**src/hdl/terminal_pixel_report_parser_assert.svh**
```systemverilog
// Assertion macros for the pixel report parser.
`ifndef TERMINAL_PIXEL_REPORT_PARSER_ASSERT_SVH
`define TERMINAL_PIXEL_REPORT_PARSER_ASSERT_SVH

// Same-cycle implication, sampled on clk, off during reset.
`define TPR_ASSERT_NOW(label, ante, cons) \
    label: assert property (@(posedge clk) disable iff (!rst_n) (ante) |-> (cons)) \
        else $error("tpr check failed");

// Next-cycle implication, sampled on clk, off during reset.
`define TPR_ASSERT_NEXT(label, ante, cons) \
    label: assert property (@(posedge clk) disable iff (!rst_n) (ante) |=> (cons)) \
        else $error("tpr check failed");

`endif

```
**src/hdl/tpr_pkg.sv**
```systemverilog
// Shared types and constants of the pixel report parser.
package tpr_pkg;

    localparam int CHAR_W     = 8;
    localparam int ACC_W      = 16;
    localparam int IDX_W      = 10;
    localparam int CNT_W      = 11;
    localparam int SEL_W      = 2;
    localparam int HDR_W      = 8;
    localparam int MAX_PIXELS = 1024;
    localparam int Q_DEPTH    = 4;
    localparam int Q_PTR_W    = $clog2(Q_DEPTH);
    localparam int Q_CNT_W    = $clog2(Q_DEPTH + 1);
    localparam int CFG_IDX_W  = 2;
    localparam int CFG_DATA_W = 11;

    localparam logic [CFG_IDX_W-1:0] REG_CHANNEL_SELECT = 2'd0;
    localparam logic [CFG_IDX_W-1:0] REG_PIXEL_COUNT    = 2'd1;
    localparam logic [CFG_IDX_W-1:0] REG_HEADER_OFFSET  = 2'd2;

    localparam logic [SEL_W-1:0] COMP_LAST = 2'd2;

    typedef enum logic [3:0] {
        PH_IDLE,
        PH_OFFSET,
        PH_SCAN1,
        PH_SKIP3,
        PH_SCAN2,
        PH_LEAD,
        PH_INT,
        PH_DONE
    } phase_t;

    typedef struct packed {
        logic [CHAR_W-1:0] char_in;
        logic              start;
        logic              is_digit;
        logic              is_high;
    } q_entry_t;

    typedef struct packed {
        logic               full;
        logic               empty;
        logic [Q_CNT_W-1:0] count;
    } q_stat_t;

    typedef struct packed {
        logic [SEL_W-1:0] channel_select;
        logic [CNT_W-1:0] pixel_count;
        logic [HDR_W-1:0] header_offset;
    } cfg_t;

endpackage

```
**src/hdl/tpr_if.sv**
```systemverilog
// Stream and configuration interfaces of the pixel report parser.
interface tpr_char_if;
    logic                      valid;
    logic                      ready;
    logic [tpr_pkg::CHAR_W-1:0] char_in;
    logic                      start_of_report;

    modport source (output valid, output char_in, output start_of_report, input ready);
    modport sink (input valid, input char_in, input start_of_report, output ready);
endinterface

interface tpr_pixel_if;
    logic                      valid;
    logic                      ready;
    logic [tpr_pkg::CHAR_W-1:0] pixel_value;
    logic [tpr_pkg::IDX_W-1:0]  pixel_index;
    logic                      last_pixel;

    modport source (output valid, output pixel_value, output pixel_index,
                    output last_pixel, input ready);
    modport sink (input valid, input pixel_value, input pixel_index,
                  input last_pixel, output ready);
endinterface

interface tpr_cfg_if;
    logic                          valid;
    logic                          ready;
    logic [tpr_pkg::CFG_IDX_W-1:0]  index;
    logic [tpr_pkg::CFG_DATA_W-1:0] data;

    modport source (output valid, output index, output data, input ready);
    modport sink (input valid, input index, input data, output ready);
endinterface

```
**src/hdl/tpr_front.sv**
```systemverilog
// Front end: accept report bytes, classify them and push them to the queue.
module tpr_front
(
    tpr_char_if.sink              char_stream,
    input  tpr_pkg::q_stat_t      q_stat,
    output logic                  q_push,
    output tpr_pkg::q_entry_t     q_entry
);

    assign char_stream.ready = !q_stat.full;
    assign q_push            = char_stream.valid && !q_stat.full;

    always_comb
    begin
        q_entry.char_in  = char_stream.char_in;
        q_entry.start    = char_stream.start_of_report;
        q_entry.is_digit = char_stream.char_in inside {[8'h30:8'h3F]};
        q_entry.is_high  = char_stream.char_in inside {[8'h40:8'h7F]};
    end

endmodule

```
**src/hdl/tpr_fifo.sv**
```systemverilog
// Short queue between the front end and the parser.
module tpr_fifo
(
    input  logic                  clk,
    input  logic                  rst_n,
    input  logic                  push,
    input  tpr_pkg::q_entry_t     wr_entry,
    input  logic                  pop,
    output tpr_pkg::q_entry_t     rd_entry,
    output tpr_pkg::q_stat_t      stat
);

    tpr_pkg::q_entry_t                 mem_reg [tpr_pkg::Q_DEPTH];
    logic [tpr_pkg::Q_PTR_W-1:0]       wr_ptr_reg;
    logic [tpr_pkg::Q_PTR_W-1:0]       wr_ptr_next;
    logic [tpr_pkg::Q_PTR_W-1:0]       rd_ptr_reg;
    logic [tpr_pkg::Q_PTR_W-1:0]       rd_ptr_next;
    logic [tpr_pkg::Q_CNT_W-1:0]       count_reg;
    logic [tpr_pkg::Q_CNT_W-1:0]       count_next;

    always_comb
    begin
        wr_ptr_next = push ? wr_ptr_reg + 1'b1 : wr_ptr_reg;
        rd_ptr_next = pop ? rd_ptr_reg + 1'b1 : rd_ptr_reg;
        count_next  = count_reg;
        if (push && !pop)
        begin
            count_next = count_reg + 1'b1;
        end
        else if (pop && !push)
        begin
            count_next = count_reg - 1'b1;
        end
    end

    always_ff @(posedge clk or negedge rst_n)
    begin
        if (!rst_n)
        begin
            wr_ptr_reg <= '0;
            rd_ptr_reg <= '0;
            count_reg  <= '0;
        end
        else
        begin
            wr_ptr_reg <= wr_ptr_next;
            rd_ptr_reg <= rd_ptr_next;
            count_reg  <= count_next;
        end
    end

    always_ff @(posedge clk)
    begin
        if (push)
        begin
            mem_reg[wr_ptr_reg] <= wr_entry;
        end
    end

    assign rd_entry   = mem_reg[rd_ptr_reg];
    assign stat.full  = (count_reg == tpr_pkg::Q_CNT_W'(tpr_pkg::Q_DEPTH));
    assign stat.empty = (count_reg == '0);
    assign stat.count = count_reg;

endmodule

```
**src/hdl/tpr_back.sv**
```systemverilog
// Back end: parse queued bytes and hold decoded pixels in the output register.
module tpr_back
(
    input  logic                  clk,
    input  logic                  rst_n,
    input  tpr_pkg::cfg_t         cfg,
    input  tpr_pkg::q_entry_t     q_entry,
    input  tpr_pkg::q_stat_t      q_stat,
    output logic                  q_pop,
    tpr_pixel_if.source           pixel_stream
);

    tpr_pkg::phase_t                 phase_reg;
    tpr_pkg::phase_t                 phase_next;
    logic [tpr_pkg::HDR_W-1:0]       bc_reg;
    logic [tpr_pkg::HDR_W-1:0]       bc_next;
    logic [tpr_pkg::ACC_W-1:0]       acc_reg;
    logic [tpr_pkg::ACC_W-1:0]       acc_next;
    logic [tpr_pkg::SEL_W-1:0]       comp_reg;
    logic [tpr_pkg::SEL_W-1:0]       comp_next;
    logic [tpr_pkg::CNT_W-1:0]       pc_reg;
    logic [tpr_pkg::CNT_W-1:0]       pc_next;
    logic [tpr_pkg::CHAR_W-1:0]      sel_reg;
    logic [tpr_pkg::CHAR_W-1:0]      sel_next;
    logic                            out_valid_reg;
    logic                            out_valid_next;
    logic [tpr_pkg::CHAR_W-1:0]      out_value_reg;
    logic [tpr_pkg::IDX_W-1:0]       out_index_reg;
    logic                            out_last_reg;

    tpr_pkg::phase_t                 ph_base;
    tpr_pkg::phase_t                 ph_eff;
    logic [tpr_pkg::HDR_W-1:0]       bc_base;
    logic [tpr_pkg::ACC_W-1:0]       acc_base;
    logic [tpr_pkg::SEL_W-1:0]       comp_base;
    logic [tpr_pkg::CNT_W-1:0]       pc_base;
    logic [tpr_pkg::CHAR_W-1:0]      sel_base;
    logic [tpr_pkg::CHAR_W-1:0]      neg_sum;
    logic [tpr_pkg::CHAR_W-1:0]      value_low;
    logic [tpr_pkg::CHAR_W-1:0]      sel_upd;
    logic [tpr_pkg::CNT_W-1:0]       eff_count;
    logic                            is_last;
    logic                            emit;

    assign q_pop = !q_stat.empty && (!out_valid_reg || pixel_stream.ready);

    // A report start restarts every counter before the byte is parsed.
    assign ph_base   = q_entry.start ? tpr_pkg::PH_OFFSET : phase_reg;
    assign bc_base   = q_entry.start ? '0 : bc_reg;
    assign acc_base  = q_entry.start ? '0 : acc_reg;
    assign comp_base = q_entry.start ? '0 : comp_reg;
    assign pc_base   = q_entry.start ? '0 : pc_reg;
    assign sel_base  = q_entry.start ? '0 : sel_reg;

    assign ph_eff = (ph_base == tpr_pkg::PH_OFFSET && !(bc_base < cfg.header_offset)) ?
                    tpr_pkg::PH_SCAN1 : ph_base;

    assign neg_sum   = {acc_base[3:0], 4'h0} + q_entry.char_in - 8'd32;
    assign value_low = q_entry.is_digit ? {acc_base[3:0], q_entry.char_in[3:0]} :
                       (8'd0 - neg_sum);
    assign sel_upd   = (comp_base == cfg.channel_select) ? value_low : sel_base;

    always_comb
    begin
        eff_count = cfg.pixel_count;
        if (cfg.pixel_count == '0)
        begin
            eff_count = tpr_pkg::CNT_W'(1);
        end
        else if (cfg.pixel_count > tpr_pkg::CNT_W'(tpr_pkg::MAX_PIXELS))
        begin
            eff_count = tpr_pkg::CNT_W'(tpr_pkg::MAX_PIXELS);
        end
    end

    assign is_last = ({1'b0, pc_base} + 1'b1) >= {1'b0, eff_count};
    assign emit    = q_pop && ph_eff == tpr_pkg::PH_INT && !q_entry.is_high
                     && comp_base == tpr_pkg::COMP_LAST;

    // Next parse phase
    always_comb
    begin
        phase_next = phase_reg;
        if (q_pop)
        begin
            case (ph_eff)
                tpr_pkg::PH_OFFSET: phase_next = tpr_pkg::PH_OFFSET;
                tpr_pkg::PH_SCAN1:
                begin
                    phase_next = q_entry.is_digit ? tpr_pkg::PH_SKIP3 : tpr_pkg::PH_SCAN1;
                end
                tpr_pkg::PH_SKIP3:
                begin
                    phase_next = (bc_base + 1'b1 >= 8'd3) ? tpr_pkg::PH_SCAN2 :
                                 tpr_pkg::PH_SKIP3;
                end
                tpr_pkg::PH_SCAN2:
                begin
                    phase_next = q_entry.is_digit ? tpr_pkg::PH_LEAD : tpr_pkg::PH_SCAN2;
                end
                tpr_pkg::PH_LEAD:   phase_next = tpr_pkg::PH_INT;
                tpr_pkg::PH_INT:
                begin
                    if (emit)
                    begin
                        phase_next = is_last ? tpr_pkg::PH_DONE : tpr_pkg::PH_LEAD;
                    end
                    else
                    begin
                        phase_next = tpr_pkg::PH_INT;
                    end
                end
                default:            phase_next = ph_eff;
            endcase
        end
    end

    // Datapath and output register
    always_comb
    begin
        bc_next        = bc_reg;
        acc_next       = acc_reg;
        comp_next      = comp_reg;
        pc_next        = pc_reg;
        sel_next       = sel_reg;
        out_valid_next = out_valid_reg && !pixel_stream.ready;
        if (q_pop)
        begin
            bc_next   = bc_base;
            acc_next  = acc_base;
            comp_next = comp_base;
            pc_next   = pc_base;
            sel_next  = sel_base;
            case (ph_eff)
                tpr_pkg::PH_OFFSET: bc_next = bc_base + 1'b1;
                tpr_pkg::PH_SCAN1:
                begin
                    if (q_entry.is_digit)
                    begin
                        bc_next = '0;
                    end
                end
                tpr_pkg::PH_SKIP3:  bc_next = bc_base + 1'b1;
                tpr_pkg::PH_LEAD:
                begin
                    acc_next  = '0;
                    comp_next = '0;
                    sel_next  = '0;
                end
                tpr_pkg::PH_INT:
                begin
                    if (q_entry.is_high)
                    begin
                        acc_next = {acc_base[9:0], q_entry.char_in[5:0]};
                    end
                    else
                    begin
                        acc_next = '0;
                        if (emit)
                        begin
                            comp_next      = '0;
                            sel_next       = '0;
                            out_valid_next = 1'b1;
                            if (!is_last)
                            begin
                                pc_next = pc_base + 1'b1;
                            end
                        end
                        else
                        begin
                            comp_next = comp_base + 1'b1;
                            sel_next  = sel_upd;
                        end
                    end
                end
                default:
                begin
                    bc_next = bc_base;
                end
            endcase
        end
    end

    always_ff @(posedge clk or negedge rst_n)
    begin
        if (!rst_n)
        begin
            phase_reg     <= tpr_pkg::PH_IDLE;
            bc_reg        <= '0;
            acc_reg       <= '0;
            comp_reg      <= '0;
            pc_reg        <= '0;
            sel_reg       <= '0;
            out_valid_reg <= 1'b0;
        end
        else
        begin
            phase_reg     <= phase_next;
            bc_reg        <= bc_next;
            acc_reg       <= acc_next;
            comp_reg      <= comp_next;
            pc_reg        <= pc_next;
            sel_reg       <= sel_next;
            out_valid_reg <= out_valid_next;
        end
    end

    always_ff @(posedge clk)
    begin
        if (emit)
        begin
            out_value_reg <= sel_upd;
            out_index_reg <= pc_base[tpr_pkg::IDX_W-1:0];
            out_last_reg  <= is_last;
        end
    end

    assign pixel_stream.valid       = out_valid_reg;
    assign pixel_stream.pixel_value = out_value_reg;
    assign pixel_stream.pixel_index = out_index_reg;
    assign pixel_stream.last_pixel  = out_last_reg;

endmodule

```
**src/hdl/terminal_pixel_report_parser.sv**
```systemverilog
// Top level of the pixel report parser: configuration registers and the three stages.
//
// Channels: char_stream takes one report byte per beat, with start_of_report
// set on the first byte of a report. pixel_stream gives one beat per decoded
// pixel: the selected colour component's low 8 bits, its index in the report
// and a flag on the final pixel. cfg writes channel_select (0), pixel_count
// (1) and header_offset (2); it is always ready, and a write is registered before the parser uses it.
// Throughput is one byte per cycle: the front end pushes each byte into a
// four-entry queue and the parser pops one byte a cycle whenever its output
// register is empty or being drained.
// A pixel appears on pixel_stream in the cycle after the parser pops the byte
// that ends its third component from the queue.
// Reset: the queue empties, the parser ignores bytes until a report starts,
// and the registers return to red, one pixel, no header offset.
// When the receiver stalls, the output register holds its pixel, the parser
// stops popping, and char_stream keeps taking bytes until the queue is full.
`include "terminal_pixel_report_parser_assert.svh"

module terminal_pixel_report_parser
(
    input  logic          clk,
    input  logic          rst_n,
    tpr_char_if.sink      char_stream,
    tpr_pixel_if.source   pixel_stream,
    tpr_cfg_if.sink       cfg
);

    tpr_pkg::cfg_t        cfg_reg;
    tpr_pkg::cfg_t        cfg_next;
    tpr_pkg::q_stat_t     q_stat;
    tpr_pkg::q_entry_t    q_wr_entry;
    tpr_pkg::q_entry_t    q_rd_entry;
    logic                 q_push;
    logic                 q_pop;

    assign cfg.ready = 1'b1;

    always_comb
    begin
        cfg_next = cfg_reg;
        if (cfg.valid)
        begin
            case (cfg.index)
                tpr_pkg::REG_CHANNEL_SELECT: cfg_next.channel_select = cfg.data[1:0];
                tpr_pkg::REG_PIXEL_COUNT:    cfg_next.pixel_count    = cfg.data;
                tpr_pkg::REG_HEADER_OFFSET:  cfg_next.header_offset  = cfg.data[7:0];
                default:                     cfg_next = cfg_reg;
            endcase
        end
    end

    always_ff @(posedge clk or negedge rst_n)
    begin
        if (!rst_n)
        begin
            cfg_reg.channel_select <= '0;
            cfg_reg.pixel_count    <= tpr_pkg::CNT_W'(1);
            cfg_reg.header_offset  <= '0;
        end
        else
        begin
            cfg_reg <= cfg_next;
        end
    end

    tpr_front u_front
    (
        .char_stream (char_stream),
        .q_stat      (q_stat),
        .q_push      (q_push),
        .q_entry     (q_wr_entry)
    );

    tpr_fifo u_fifo
    (
        .clk      (clk),
        .rst_n    (rst_n),
        .push     (q_push),
        .wr_entry (q_wr_entry),
        .pop      (q_pop),
        .rd_entry (q_rd_entry),
        .stat     (q_stat)
    );

    tpr_back u_back
    (
        .clk          (clk),
        .rst_n        (rst_n),
        .cfg          (cfg_reg),
        .q_entry      (q_rd_entry),
        .q_stat       (q_stat),
        .q_pop        (q_pop),
        .pixel_stream (pixel_stream)
    );

    `TPR_ASSERT_NOW(a_pop_not_empty, q_pop, !q_stat.empty)
    `TPR_ASSERT_NOW(a_count_bound, 1'b1, q_stat.count <= tpr_pkg::Q_CNT_W'(tpr_pkg::Q_DEPTH))
    `TPR_ASSERT_NEXT(a_fill_to_full,
        q_push && !q_pop && q_stat.count == tpr_pkg::Q_CNT_W'(tpr_pkg::Q_DEPTH - 1),
        q_stat.full)

endmodule
```
**src/flat_wrapper.sv**
```systemverilog
// flat-port wrapper written by rule: the top's interface ports become plain ports
module terminal_pixel_report_parser_flat 
  (clk, rst_n, char_stream_valid, char_stream_char_in, char_stream_start_of_report, char_stream_ready, pixel_stream_valid, pixel_stream_pixel_value, pixel_stream_pixel_index, pixel_stream_last_pixel, pixel_stream_ready, cfg_valid, cfg_index, cfg_data, cfg_ready);
  tpr_char_if char_stream_i ();
  tpr_pixel_if pixel_stream_i ();
  tpr_cfg_if cfg_i ();
  input  logic clk;
  input  logic rst_n;
  input wire logic [$bits(char_stream_i.valid)-1:0] char_stream_valid;
  input wire logic [$bits(char_stream_i.char_in)-1:0] char_stream_char_in;
  input wire logic [$bits(char_stream_i.start_of_report)-1:0] char_stream_start_of_report;
  output wire logic [$bits(char_stream_i.ready)-1:0] char_stream_ready;
  output wire logic [$bits(pixel_stream_i.valid)-1:0] pixel_stream_valid;
  output wire logic [$bits(pixel_stream_i.pixel_value)-1:0] pixel_stream_pixel_value;
  output wire logic [$bits(pixel_stream_i.pixel_index)-1:0] pixel_stream_pixel_index;
  output wire logic [$bits(pixel_stream_i.last_pixel)-1:0] pixel_stream_last_pixel;
  input wire logic [$bits(pixel_stream_i.ready)-1:0] pixel_stream_ready;
  input wire logic [$bits(cfg_i.valid)-1:0] cfg_valid;
  input wire logic [$bits(cfg_i.index)-1:0] cfg_index;
  input wire logic [$bits(cfg_i.data)-1:0] cfg_data;
  output wire logic [$bits(cfg_i.ready)-1:0] cfg_ready;
  assign char_stream_i.valid = char_stream_valid;
  assign char_stream_i.char_in = char_stream_char_in;
  assign char_stream_i.start_of_report = char_stream_start_of_report;
  assign char_stream_ready = char_stream_i.ready;
  assign pixel_stream_valid = pixel_stream_i.valid;
  assign pixel_stream_pixel_value = pixel_stream_i.pixel_value;
  assign pixel_stream_pixel_index = pixel_stream_i.pixel_index;
  assign pixel_stream_last_pixel = pixel_stream_i.last_pixel;
  assign pixel_stream_i.ready = pixel_stream_ready;
  assign cfg_i.valid = cfg_valid;
  assign cfg_i.index = cfg_index;
  assign cfg_i.data = cfg_data;
  assign cfg_ready = cfg_i.ready;
  terminal_pixel_report_parser u_core (.clk(clk), .rst_n(rst_n), .char_stream(char_stream_i), .pixel_stream(pixel_stream_i), .cfg(cfg_i));
endmodule
```
**config.mk**
```make
export PLATFORM = sky130hd
export DESIGN_NAME = terminal_pixel_report_parser_flat
export DESIGN_NICKNAME = d
export VERILOG_FILES = /design/src/hdl/tpr_pkg.sv /design/src/hdl/tpr_if.sv /design/src/hdl/tpr_front.sv /design/src/hdl/tpr_fifo.sv /design/src/hdl/tpr_back.sv /design/src/hdl/terminal_pixel_report_parser.sv /design/src/flat_wrapper.sv
export VERILOG_INCLUDE_DIRS = /design/src /design/src/hdl
export SDC_FILE = /design/constraint.sdc
export NUM_CORES = 1
export LEC_CHECK = 0
export BUFFER_PORTS_ARGS = -buffer_cell sky130_fd_sc_hd__buf_2
export CAP_MARGIN = 20
export CORE_MARGIN = 2
export CORE_UTILIZATION = 61
export DETAILED_ROUTE_END_ITERATION = 16
export PLACE_DENSITY = 0.81
export SLEW_MARGIN = 15
export SYNTH_ARGS = -nofsm -noshare
export SYNTH_HDL_FRONTEND = slang
export SYNTH_SLANG_ARGS = --single-unit
```
**constraint.sdc**
```tcl
create_clock -name clk -period 6.2 [get_ports clk]
set_clock_uncertainty 0.1 [all_clocks]
set_input_delay 0.62 -clock clk [delete_from_list [all_inputs] [get_ports clk]]
set_output_delay 0.62 -clock clk [all_outputs]
set_load 0.02 [all_outputs]
```
After elaboration in Yosys (flattened, before gate mapping)
Memory sizes are Yosys's and may differ from the RTL's.
Index checks and enable logic that the tools add are counted.
{ "word_totals": {"reg_bits": 91, "ram_bits": 44, "in_bits": 27, "word_cells": 115, "memories": 1} }
{ "memory_table": {"columns": ["name", "depth", "word_bits", "rd", "rd_ports_with_merged_regs", "wr", "line", "rtl"], "rows": [
  ["u_core.u_fifo.mem_reg", 4, 11, 1, 0, 1, "tpr_fifo.sv:13", "tpr_pkg::q_entry_t mem_reg [tpr_pkg::Q_DEPTH];"]
]} }
{ "op_classes": {"add_sub_neg": 11, "order_cmp": 8, "eq_ne": 12, "mux": 39, "n_reduce_logical": 28} }
{ "ops": {"columns": ["op", "n"], "rows": [
  ["$mux W11", 7],
  ["$mux W8", 7],
  ["$pmux W8 S2", 2],
  ["$pmux W4 S6", 1],
  ["$mux W10", 2],
  ["$pmux W10 S2", 1],
  ["$add A11 B1 Y12 const B", 1],
  ["$eq A4 B3 Y1 const B", 3],
  ["$ge A12 B11 Y1", 1],
  ["$add A11 B1 Y11 const B", 1],
  ["$gt A11 B11 Y1 const B", 1],
  ["$logic_and A1 B1 Y1", 11],
  ["$logic_not A11 Y1", 1],
  ["$mux W2", 5],
  ["$mux W3", 3],
  ["$add A8 B1 Y8 const B", 1],
  ["$add A8 B8 Y8", 1],
  ["$eq A4 B1 Y1 const B", 2],
  ["$eq A4 B2 Y1 const B", 2],
  ["$ge A8 B2 Y1 const B", 1],
  ["$ge A8 B6 Y1 const B", 1],
  ["$ge A8 B7 Y1 const B", 1],
  ["$le A8 B6 Y1 const B", 1],
  ["$le A8 B7 Y1 const B", 1],
  ["20 further kinds", 40]
]} }

Logic depth before layout (Yosys ltp)
An unclocked memory read counts as a cell.
{ "logic_depth": {"depth_word": 14, "ltp_mapped": 19, "mapped_depth_nobuf": 14} }

Modules after synthesis
A second synthesis with hierarchy kept.
{ "unflattened": {"cells_unflattened": 605, "hier_area_um2": 7028.0} }
{ "by_module_without_submodules": {"columns": ["mod", "n_inst", "cells_per_inst", "area_each_um2", "seq_area_each_um2"], "rows": [
  ["tpr_back", 1, 453, 4130.2, 1521.5],
  ["tpr_fifo", 1, 91, 1986.9, 1496.4],
  ["terminal_pixel_report_parser", 1, 48, 812.0, 526.8],
  ["tpr_front", 1, 13, 98.8, 0.0]
]} }

Worst setup path after synthesis
Ideal clock, no wire load.
{ "synth_timing": {"kind": "register -> register", "startpoint": "register u_core.u_fifo.rd_ptr_reg[0] in the netlist's numbering", "endpoint": "register u_core.u_back.pc_reg[3] in the netlist's numbering", "setup_ns": 0.121, "t_arrival_ns": 4.070, "required_ns": 5.979, "setup_slack_ns": 1.908, "stages_incl_launch_ff": 18, "synth_period_minus_slack_ns": 4.292, "path_cell_list": "dfrtp_1 buf_6 mux4_2 buf_6 clkbuf_1 clkbuf_1 nor2b_1 ha_1 inv_1 nor4_4 nand3_1 xnor2_1 ha_1 o21a_1 o21ai_0 o211ai_4 or3_1 xor2_1"} }
{ "synth_between": {"elab_cells_between_ends": 23, "cone_classes": "2 x add/sub; 2 x order compare; 3 x eq/ne; 9 x mux; 6 x reduce/logical; 1 x memory"} }
{ "synth_lines": {"columns": ["item", "line", "rtl"], "rows": [
  ["start, declared", "tpr_fifo.sv:16", "logic [tpr_pkg::Q_PTR_W-1:0] rd_ptr_reg;"],
  ["start signal, assigned", "tpr_fifo.sv:47", "rd_ptr_reg <= rd_ptr_next;"],
  ["$mem_v2 Z4 W11 *", null, null],
  ["$mux W11 *", "tpr_back.sv:52", "assign pc_base = q_entry.start ? '0 : pc_reg;"],
  ["named net u_core.u_back.pc_base (one bit)", "tpr_back.sv:36", "logic [tpr_pkg::CNT_W-1:0] pc_base;"],
  ["$add A11 B1 Y12", "tpr_back.sv:76", "assign is_last = ({1'b0, pc_base} + 1'b1) >= {1'b0, eff_count};"],
  ["$ge A12 B11 Y1", "tpr_back.sv:76", null],
  ["$mux W11 *", "tpr_back.sv:164", "if (!is_last)"],
  ["$mux W11 *", "tpr_back.sv:159", "if (emit)"],
  ["$mux W11 *", "tpr_back.sv:152", "if (q_entry.is_high)"],
  ["$mux W11 *", "tpr_back.sv:134", "case (ph_eff)"],
  ["end signal, assigned", "tpr_back.sv:202", "pc_reg <= pc_next;"],
  ["end, declared", "tpr_back.sv:21", "logic [tpr_pkg::CNT_W-1:0] pc_reg;"]
]} }
The timed path passes the listed nets; every way through them passes the cells marked *.
A chain may end at the register's enable or synchronous reset.

Worst setup path after layout
{ "layout_timing": {"startpoint": "register u_core.u_fifo.rd_ptr_reg[1] in the netlist's numbering", "endpoint": "register u_core.u_back.pc_reg[3] in the netlist's numbering"} }
Same word-level chain as after synthesis.

==> impl_metrics.yaml <==
sta:
  slew_headroom: 0.4229
  max_freq_mhz: 219.2
  worst_pin_slew_ps: 865.6
  tns_ps: 0
  fin_ws_ps: 1638
  timing.final.max_slew_violations: 0
  hold_violations: 0
  rsz0062_at_grt: "no"
  finalCritPeriodShare: 0.7359
  setup_viol: 0
  period_minus_slack_ps: 4562
hold_path:
  hp-class: "primary input to async pin"
global_routing:
  grt_use_total: 0.2592
  grt_max_degree: 67
  antenna_found_initial: 0
  grt_overflow: 0
  grt_pass1_wl_um: 23050
  grt_pass1_vias: 4658
finish:
  nNetsFinal: 679
  num_antenna_cells: 0
  multi_input_area_um2: 2943
  register_area_um2: 3545
  final_cell_area_um2: 7620
  syn_to_final_growth_pct: 12.65
  fillers: 752
  largest_reg_flops: 44
  drive_gt1_frac: 0.2194
floorplan:
  fp.dieW_um: 109.3
  ios: 49
  start_util: 0.6240
  dieArea_um2: 11950
  coreArea_um2: 10840
  die_y_um: 109.3
  placementRows: 38
logic_synthesis:
  syn_avg_cell_area_um2: 11.91
  yosysSeqAreaShare: 0.5240
  synth_top_area_share: 0.2797
  ys_warn_count: 0
  synth_area_leader_cell: "edfxtp_1"
  ys_ff_latch: 129
  ys_types: 76
  synth_area_leaders: "edfxtp_1 (28%), dfrtp_1 (24%), ha_1 (6.5%), mux2_2 (4.0%), mux4_2 (3.7%)"
  synthCells: 568
  synth_area_um2: 6764
  syn_nets: 631
  async_flop_share: 0.5116
  ys.flop_type: "dfrtp_1"
  synth_edf_count: 63
worst_setup_path:
  r2r_end: "u_core.u_back.pc_reg[3]$_DFFE_PN0P_"
  reg2reg_from: "u_core.u_fifo.rd_ptr_reg[1]$_DFFE_PN0P_"
  ff2ff_setup_slack_ps: 1640
  crit_type: "flop to flop"
  crit_arrival_ps: 4880
  rr_worst_depth: 13
  crit_path_start_kind: "flop"
  cp.required_ps: 6520
  path_max_fanout: 18
  cp-end-kind: "flop"
clock_network:
  cts_setup_buffers: 0
  cts_sinks: 129
  cts_resized: 0
  cts_tree: "yes"
  cts_root_buf: "clkbuf_8"
  cts_hold_buf: 0
  clock_latency_ps: 540
  htree_levels: 4
  cts_made_buffers: 17
  clk_pin_slew_ps: 60
  clock_path_buffers: 2
route:
  wl_per_cell_um: 18.05
  routed_wl_um: 13880
  drt_first_pass_iters: 5
  final_antenna_net_count: 0
  initialDrtViolationCount: 294
  routed_via_density: 6.091
  vias: 4684
  drc: 0
power_and_ir_drop:
  total_power_uw: 3193
  vdd_drop_max_uv: 262.7
  power_density_nw_per_um2: 419.0
  p_leak_uw: 0.003194
placement:
  dp_hpwl_um: 9262
  io_buffers: 47
  gp_congestion: 0.8744
  dpl_cell_area_um2: 7083
  place_ws_ps: 1752
job:
  cap_viol_max_count: 0
status:
  status: "finished, final reports clean"
[power breakdown]
group	leakage, µW	internal [µW]	switching (µW)
Combinational	0.00153	449	694
Clock	0.000254	531	368
Sequential	0.00141	1040	109
Total	0.00319	2020	1170
[worst max path at each step]
stage                                                  startpoint  slack, ps                             endpoint  depth (start not counted)
after floorplan           u_core.u_fifo.rd_ptr_reg[0]$_DFFE_PN0P_       1910  u_core.u_back.pc_reg[3]$_DFFE_PN0P_                         17
after global placement    u_core.u_fifo.rd_ptr_reg[1]$_DFFE_PN0P_       1960  u_core.u_back.pc_reg[3]$_DFFE_PN0P_                         13
after detailed placement  u_core.u_fifo.rd_ptr_reg[1]$_DFFE_PN0P_       1750  u_core.u_back.pc_reg[3]$_DFFE_PN0P_                         13
after CTS                 u_core.u_fifo.rd_ptr_reg[1]$_DFFE_PN0P_       1660  u_core.u_back.pc_reg[3]$_DFFE_PN0P_                         13
after global routing      u_core.u_fifo.rd_ptr_reg[1]$_DFFE_PN0P_       1220  u_core.u_back.pc_reg[3]$_DFFE_PN0P_                         13
final                     u_core.u_fifo.rd_ptr_reg[1]$_DFFE_PN0P_       1640  u_core.u_back.pc_reg[3]$_DFFE_PN0P_                         13
[Yosys cell counts (5+ instances only)]
cell and n:
dfrtp_1 65, edfxtp_1 63, nand2_1 49, inv_1 39, ha_1 35, a21oi_1 25
mux2_2 24, o21ai_0 23, nor2_1 22, nor2b_1 19, xnor2_1 18, a22o_1 15
nand3_1 15, clkbuf_1 12, mux4_2 11, nor3_1 10, a21o_1 8, xor2_1 7
and2_1 6, and3_1 6, a31oi_1 5
[final cells by class]
class | instances | share of cell area
flip-flops and latches | 129 | 0.4652
multi-input cells | 376 | 0.3862
clock buffers | 19 | 0.05534
repair buffers | 51 | 0.03481
well taps | 140 | 0.02299
inverters | 41 | 0.02036
clock inverters | 13 | 0.01511
[worst max-delay path, stage by stage, from the launching register on]
cell      delay (ps)
dfrtp_1          710
mux4_2           530
nor2b_1          260
ha_1             260
inv_1            110
nor4_4           330
nand3_1          230
xnor2_1          190
ha_1             290
o21a_1           160
o21ai_0          460
o211ai_4         280
or3_1            390
xor2_1           140
[through the flow]
step / utilization / cells / hold slack (ps)
after floorplan: - / 568 / 224.4
after global placement: 0.6534 / 737 / 376.8
final: 0.7029 / 769 / 182.6
after CTS: 0.7029 / 769 / 181.6
after global routing: 0.7029 / 769 / 185.9
after detailed placement: 0.6534 / 737 / 393.4
[cells by family (layout without fill, tap and decap cells)]
| logic type | after synthesis | in the layout | share of synthesized area |
|---|---|---|---|
| compound gates | 120 | 120 | 0.1308 |
| xor+xnor | 25 | 25 | 0.03237 |
| fa+ha+maj | 36 | 36 | 0.06770 |
| buf+inv | 63 | 124 | 0.04088 |
| flops | 129 | 129 | 0.5240 |
| mux | 39 | 39 | 0.08250 |
| other cells | 1 | 1 | 0.0005544 |
| simple gates | 155 | 155 | 0.1212 |
[metal layers]
metal	wire [µm]	track usage	vias up
met5	0	0	-
met3	701	0.06817	25
met2	6922	0.4179	151
met1	5992	0.3373	2327
li1	-	-	2181
met4	261	0.1040	0
[cells in the final DEF, fill, tap and decap left out, types with 5 or more instances in the layout]
cell type / n
clkbuf_16: 16
buf_2: 47
edfxtp_1: 63
a21oi_1: 25
clkinv_2: 5
o21ai_0: 23
a22o_1: 15
xor2_1: 7
and2_1: 6
ha_1: 35
a31oi_1: 5
dfrtp_1: 65
nand2_1: 49
inv_1: 39
mux4_2: 11
nor2_1: 22
nor2b_1: 19
xnor2_1: 18
nor3_1: 10
mux2_2: 24
nand3_1: 15
and3_1: 6
a21o_1: 8
(Power assumes the default switching activity.)
